--- config.mk ---
export PLATFORM = sky130hd
export DESIGN_NAME = tagged_word_run_length_encoder
export DESIGN_NICKNAME = d
export VERILOG_FILES = /design/src/hdl/twrle_pkg.sv /design/src/hdl/tagged_word_run_length_encoder.sv
export SDC_FILE = /design/constraint.sdc
export NUM_CORES = 1
export LEC_CHECK = 0
export BUFFER_PORTS_ARGS = -buffer_cell sky130_fd_sc_hd__buf_2
export CORE_UTILIZATION = 56
export DETAILED_ROUTE_END_ITERATION = 6
export GPL_TIMING_DRIVEN = 1
export PLACE_DENSITY = 0.77
export REMOVE_ABC_BUFFERS = 1
export SLEW_MARGIN = 20
export SYNTH_ARGS = -nofsm -noshare
export SYNTH_HDL_FRONTEND = slang
export SYNTH_SLANG_ARGS = --single-unit
--- constraint.sdc ---
create_clock -name aclk -period 3.4 [get_ports aclk]
set_input_delay 0 -clock aclk [delete_from_list [all_inputs] [get_ports aclk]]
set_output_delay 0 -clock aclk [all_outputs]
set_load 0.05 [all_outputs]
--- src/hdl/twrle_pkg.sv ---
// shared types, constants and run emission function for the word run-length encoder
package twrle_pkg;

    localparam int WORD_W      = 16;
    localparam int RUN_WORDS   = 3;
    localparam int GROUP_DEPTH = 2 * RUN_WORDS;

    typedef logic [WORD_W-1:0] word_t;

    localparam word_t RUN_MAX       = '1;
    localparam word_t LITERAL_LIMIT = word_t'(3);

    typedef struct packed {
        word_t [RUN_WORDS-1:0] words;
        logic  [1:0]           n;
    } run_emit_t;

    // words for one closed run: a tag, count, value triple or up to three literals
    function automatic run_emit_t emit_run(word_t value, word_t count, word_t tag);
        run_emit_t r;
        r.words[0] = value;
        r.words[1] = value;
        r.words[2] = value;
        r.n        = count[1:0];
        if (count > LITERAL_LIMIT || value == tag) begin
            r.words[0] = tag;
            r.words[1] = count;
            r.words[2] = value;
            r.n        = 2'd3;
        end
        return r;
    endfunction

endpackage

--- src/hdl/tagged_word_run_length_encoder.sv ---
// Word run-length encoder with an escape tag. Each input request is folded into the
// pending run in the cycle it is accepted; the zero to six output words it releases
// (a closed run plus, on tlast, the final run) are loaded into a six-word group
// register that shifts one word a cycle into a two-entry output queue while it has room. A
// new input request is taken every cycle as long as the previous one released at most one
// word and the queue has room for it; a request that releases more words holds s_tready low
// while the group register drains. The escape tag is sampled when a run is closed.
module tagged_word_run_length_encoder (
    input  logic        aclk,
    input  logic        aresetn,
    input  logic        cfg_we,
    input  logic [15:0] cfg_wdata,    // escape_tag
    input  logic        s_tvalid,
    output logic        s_tready,
    input  logic [15:0] s_tdata,      // word_in
    input  logic        s_tlast,      // is_last
    output logic        m_tvalid,
    input  logic        m_tready,
    output logic [15:0] m_tdata,      // word_out
    output logic        m_tlast       // end_of_block
);

    twrle_pkg::word_t tag_reg;
    twrle_pkg::word_t run_value_reg;
    twrle_pkg::word_t run_length_reg;
    logic             run_open_reg;

    twrle_pkg::word_t grp_word_reg [twrle_pkg::GROUP_DEPTH];
    logic [2:0]       grp_cnt_reg;
    logic             grp_last_reg;

    twrle_pkg::word_t fifo_data_reg [2];
    logic             fifo_last_reg [2];
    logic [1:0]       fifo_cnt_reg;

    logic                 s_accept;
    logic                 grp_push;
    logic                 m_pop;
    logic                 run_cont;
    twrle_pkg::word_t     new_value;
    twrle_pkg::word_t     new_length;
    twrle_pkg::run_emit_t close_em;
    twrle_pkg::run_emit_t last_em;
    twrle_pkg::word_t     merged_word [twrle_pkg::GROUP_DEPTH];
    logic [2:0]           merged_cnt;
    logic [2:0]           merged_idx;
    logic                 fifo_wpos;

    assign s_accept = s_tvalid && s_tready;
    assign grp_push = (grp_cnt_reg != 3'd0) && (fifo_cnt_reg < 2'd2);
    assign m_pop    = m_tvalid && m_tready;
    assign s_tready = (grp_cnt_reg == 3'd0) || ((grp_cnt_reg == 3'd1) && (fifo_cnt_reg < 2'd2));
    assign m_tvalid = fifo_cnt_reg != 2'd0;
    assign m_tdata  = fifo_data_reg[0];
    assign m_tlast  = fifo_last_reg[0];

    // run tracking and word generation
    always_comb begin
        run_cont   = run_open_reg && (s_tdata == run_value_reg)
                     && (run_length_reg != twrle_pkg::RUN_MAX);
        close_em   = twrle_pkg::emit_run(run_value_reg, run_length_reg, tag_reg);
        if (!run_open_reg || run_cont) begin
            close_em.n = 2'd0;
        end
        new_value  = run_cont ? run_value_reg : s_tdata;
        new_length = run_cont ? run_length_reg + twrle_pkg::word_t'(1) : twrle_pkg::word_t'(1);
        last_em    = twrle_pkg::emit_run(new_value, new_length, tag_reg);
        if (!s_tlast) begin
            last_em.n = 2'd0;
        end
        for (int i = 0; i < twrle_pkg::GROUP_DEPTH; i++) begin
            merged_word[i] = '0;
        end
        for (int i = 0; i < twrle_pkg::RUN_WORDS; i++) begin
            merged_word[i] = close_em.words[i];
        end
        for (int j = 0; j < twrle_pkg::RUN_WORDS; j++) begin
            merged_idx = 3'(j) + {1'b0, close_em.n};
            merged_word[merged_idx] = last_em.words[j];
        end
        merged_cnt = {1'b0, close_em.n} + {1'b0, last_em.n};
    end

    always_ff @(posedge aclk) begin
        if (!aresetn) begin
            tag_reg <= '0;
        end else if (cfg_we) begin
            tag_reg <= cfg_wdata;
        end
    end

    always_ff @(posedge aclk) begin
        if (!aresetn) begin
            run_value_reg  <= '0;
            run_length_reg <= '0;
            run_open_reg   <= 1'b0;
        end else if (s_accept) begin
            if (s_tlast) begin
                run_value_reg  <= '0;
                run_length_reg <= '0;
                run_open_reg   <= 1'b0;
            end else begin
                run_value_reg  <= new_value;
                run_length_reg <= new_length;
                run_open_reg   <= 1'b1;
            end
        end
    end

    // group register: loaded on accept, shifts one word per push
    always_ff @(posedge aclk) begin
        if (!aresetn) begin
            grp_cnt_reg <= 3'd0;
        end else if (s_accept) begin
            grp_cnt_reg <= merged_cnt;
        end else if (grp_push) begin
            grp_cnt_reg <= grp_cnt_reg - 3'd1;
        end
    end

    always_ff @(posedge aclk) begin
        if (s_accept) begin
            grp_last_reg <= s_tlast;
            for (int i = 0; i < twrle_pkg::GROUP_DEPTH; i++) begin
                grp_word_reg[i] <= merged_word[i];
            end
        end else if (grp_push) begin
            for (int i = 0; i < twrle_pkg::GROUP_DEPTH - 1; i++) begin
                grp_word_reg[i] <= grp_word_reg[i+1];
            end
        end
    end

    // two-entry output queue
    assign fifo_wpos = fifo_cnt_reg[0] && !m_pop;

    always_ff @(posedge aclk) begin
        if (!aresetn) begin
            fifo_cnt_reg <= 2'd0;
        end else begin
            fifo_cnt_reg <= fifo_cnt_reg + {1'b0, grp_push} - {1'b0, m_pop};
        end
    end

    always_ff @(posedge aclk) begin
        if (grp_push && !fifo_wpos) begin
            fifo_data_reg[0] <= grp_word_reg[0];
            fifo_last_reg[0] <= grp_last_reg && (grp_cnt_reg == 3'd1);
        end else if (m_pop) begin
            fifo_data_reg[0] <= fifo_data_reg[1];
            fifo_last_reg[0] <= fifo_last_reg[1];
        end
        if (grp_push && fifo_wpos) begin
            fifo_data_reg[1] <= grp_word_reg[0];
            fifo_last_reg[1] <= grp_last_reg && (grp_cnt_reg == 3'd1);
        end
    end

endmodule

==> results.toml <==
[critical_path]
cp.arrival_ps = 3480
required_ps = 3580
r2r_cells = 8
startpoint_type = "register"
crit_path_max_fanout = 7
worst-setup-path-type = "register to register"
cp-end-kind = "register"

[synthesis]
syn-cell-area_mm2 = 0.0106
yosys_register_bits = 185
yosysSeqAreaShare = 0.472
netlist_top_cells_area = "edfxtp_1 37%, dfxtp_1 10%, xor2_1 4.0%"
synth.most_common_cell = "edfxtp_1"
synth_top_area_frac = 0.370
synth_edf_count = 131
ys.flop_type = "edfxtp_1"
async_flop_share = 0
yosys.area.top_type = "edfxtp_1"
synth_common_cells = "131 x edfxtp_1, 85 x clkbuf_1, 66 x nand2_1, 54 x dfxtp_1, 49 x xor2_1"
netlist_instances = 1036
synthDistinctLibCells = 80
avgSynthCellArea_um2 = 10.3
yosys_warnings = 0

[routing]
drtAntennaViolNets = 0
drt-pass1-iter-count = 6
vias = 9001
wl_um = 32800
dr_wl_met2_um = 14800
wl_per_cell_um = 24.7
viasPerCell = 6.78
top_layer = "met4"
drt-initial-drc-count = 1310
wl_met1_um = 13300
drcViolationCount = 0
wl_met3_um = 3350

[cts]
cts_setup_buffers = 0
cts_buffers = 17
cts_tree = "yes"
htree_levels = 4
cts_root_buffer = "clkbuf_16"
clk_pin_slew_ps = 80
clock_latency_ps = 450
clk_path_buf_depth = 2
cts.sinks = 185

[timing]
worstMarginPinSlew_ps = 1020
hold_viol_final = 0
min_period_ps = 3300
drv_slew = 0
hold_ws_ps = 33.4
slew_headroom = 0.320
setup_violations = 0
timing.final.crit_share = 0.971
skew_ps = 10.0
fmax_mhz = 303

[global_routing]
gr-usage-all-layers = 0.344
grt_overflow_total = 0
grt_max_degree = 55
grt_pass1_wl_um = 50500
grt_pass1_vias = 8566
antenna_found_initial = 0

[power_and_ir_drop]
p_clk_frac = 0.209
p_sw_frac = 0.396
power_density_mw_per_mm2 = 862
leakage_nw = 4.56
p_sw_mw = 4.12
internal_power_mw = 6.29
ir_drop_mv = 0.558
seqPwrFrac = 0.385
power.share.combinational = 0.406

[final_layout]
fillers = 1490
multi_input_comb_area_mm2 = 0.00497
final_area_mm2 = 0.0121
largest_reg_flops = 96
drive_above_1_share = 0.193
fin_nets = 1127
area_growth_pct = 13.6
num_antenna_cells = 0
ff_latch_area_mm2 = 0.00502

[hold_path]
hold_class = "primary input to register"
hold_path_depth = 2

[placed_design]
place_hpwl_um = 22500
place_area_mm2 = 0.0112
gp_congestion = 1.00
port_buffers = 56

[floorplan]
design.core.area_mm2 = 0.0186
die_h_um = 140
dieArea_mm2 = 0.0195
initial_core_util = 0.570
dieWidth_um = 140
io_pins = 57
row_count = 50

[outcome]
outcome = "finished clean"

[job]
cap_violations = 0
-- worst max-delay path: stages, from the launching register on --
cell and delay (ps):
dfxtp_1 310, ha_1 250, buf_4 180, and3_1 230
a311o_1 410, o21ai_1 550, o21ai_1 410, a221oi_1 530
a21boi_1 170
-- per-layer routing --
layer / up-vias / track usage
li1: 3952 / -
met1: 4379 / 0.472
met2: 569 / 0.533
met3: 101 / 0.0650
met4: 0 / 0.146
met5: - / 0
-- final timing paths --
| check | start | end | slack, ps |
|---|---|---|---|
| setup / recovery | run_length_reg[0] | grp_word_reg[0][30] | 100 |
| hold / removal | s_tdata[10] | grp_word_reg[0][58] | 30 |
| setup reg to reg | run_length_reg[0] | grp_word_reg[0][30] | 100 |
| hold reg to reg | grp_word_reg[0][1] | fifo_data_reg[0][17] | 450 |
-- per-stage QoR --
stage                     setup slack [ps]  power, mW   util  TNS (ps)  std cells
after floorplan                      -2690       6.74      -   -286470        913
after global placement                 131       8.06  0.600         0       1272
after detailed placement               108       8.14  0.600         0       1272
after CTS                             96.3       10.3  0.647         0       1327
after global routing                 -5.35       10.8  0.648     -5.35       1328
final                                 98.5       10.4  0.648         0       1328
-- power by group through the flow --
stage	sequential [mW]	combinational [mW]	clock, mW
floorplan	4.38	2.37	0
global placement	4.01	4.05	0
detailed placement	4.03	4.11	0
CTS	3.99	4.14	2.18
global route	4.07	4.52	2.25
finish	4.00	4.23	2.17
-- cells in the final DEF (no fill, tap or decap), drive strengths merged, types with 18 or more instances in the layout --
master,instances
nand2,66
buf,125
or3,18
edfxtp,131
nor4,19
o21ai,30
nor2b,27
nor2,37
xor2,49
dlygate4sd3,23
a21oi,45
inv,35
and3,20
dfxtp,54
nor3,40
clkbuf,18
a31oi,22
mux2i,31
a22o,18
a21boi,29
nand3,25
-- cell type report --
class / instances / share of cell area
repair buffers: 148 / 0.0862
inverters: 30 / 0.00933
clock buffers: 18 / 0.0355
flip-flops and latches: 185 / 0.416
well taps: 234 / 0.0242
clock inverters: 14 / 0.0173
multi-input cells: 699 / 0.412
-- cells by family (layout without fill, tap and decap cells) --
kind of cell,count (synthesis),count (layout),share of synthesized area
flops,185,185,0.472
xor+xnor,66,66,0.0544
mux,48,48,0.0472
buf+inv,153,210,0.0647
simple gates,301,301,0.158
fa+ha+maj,8,8,0.0101
compound gates,275,276,0.193
-- repair_timing --
| action | 4_1_cts | 5_1_grt |
|---|---|---|
| gates resized for setup | 0 | 5 |
| hold buffers | 23 | 0 |
| endpoints found under the setup margin | 0 | 28 |
| hold endpoints to repair | 24 | 0 |
No activity file was read; power rests on OpenSTA's default activity.
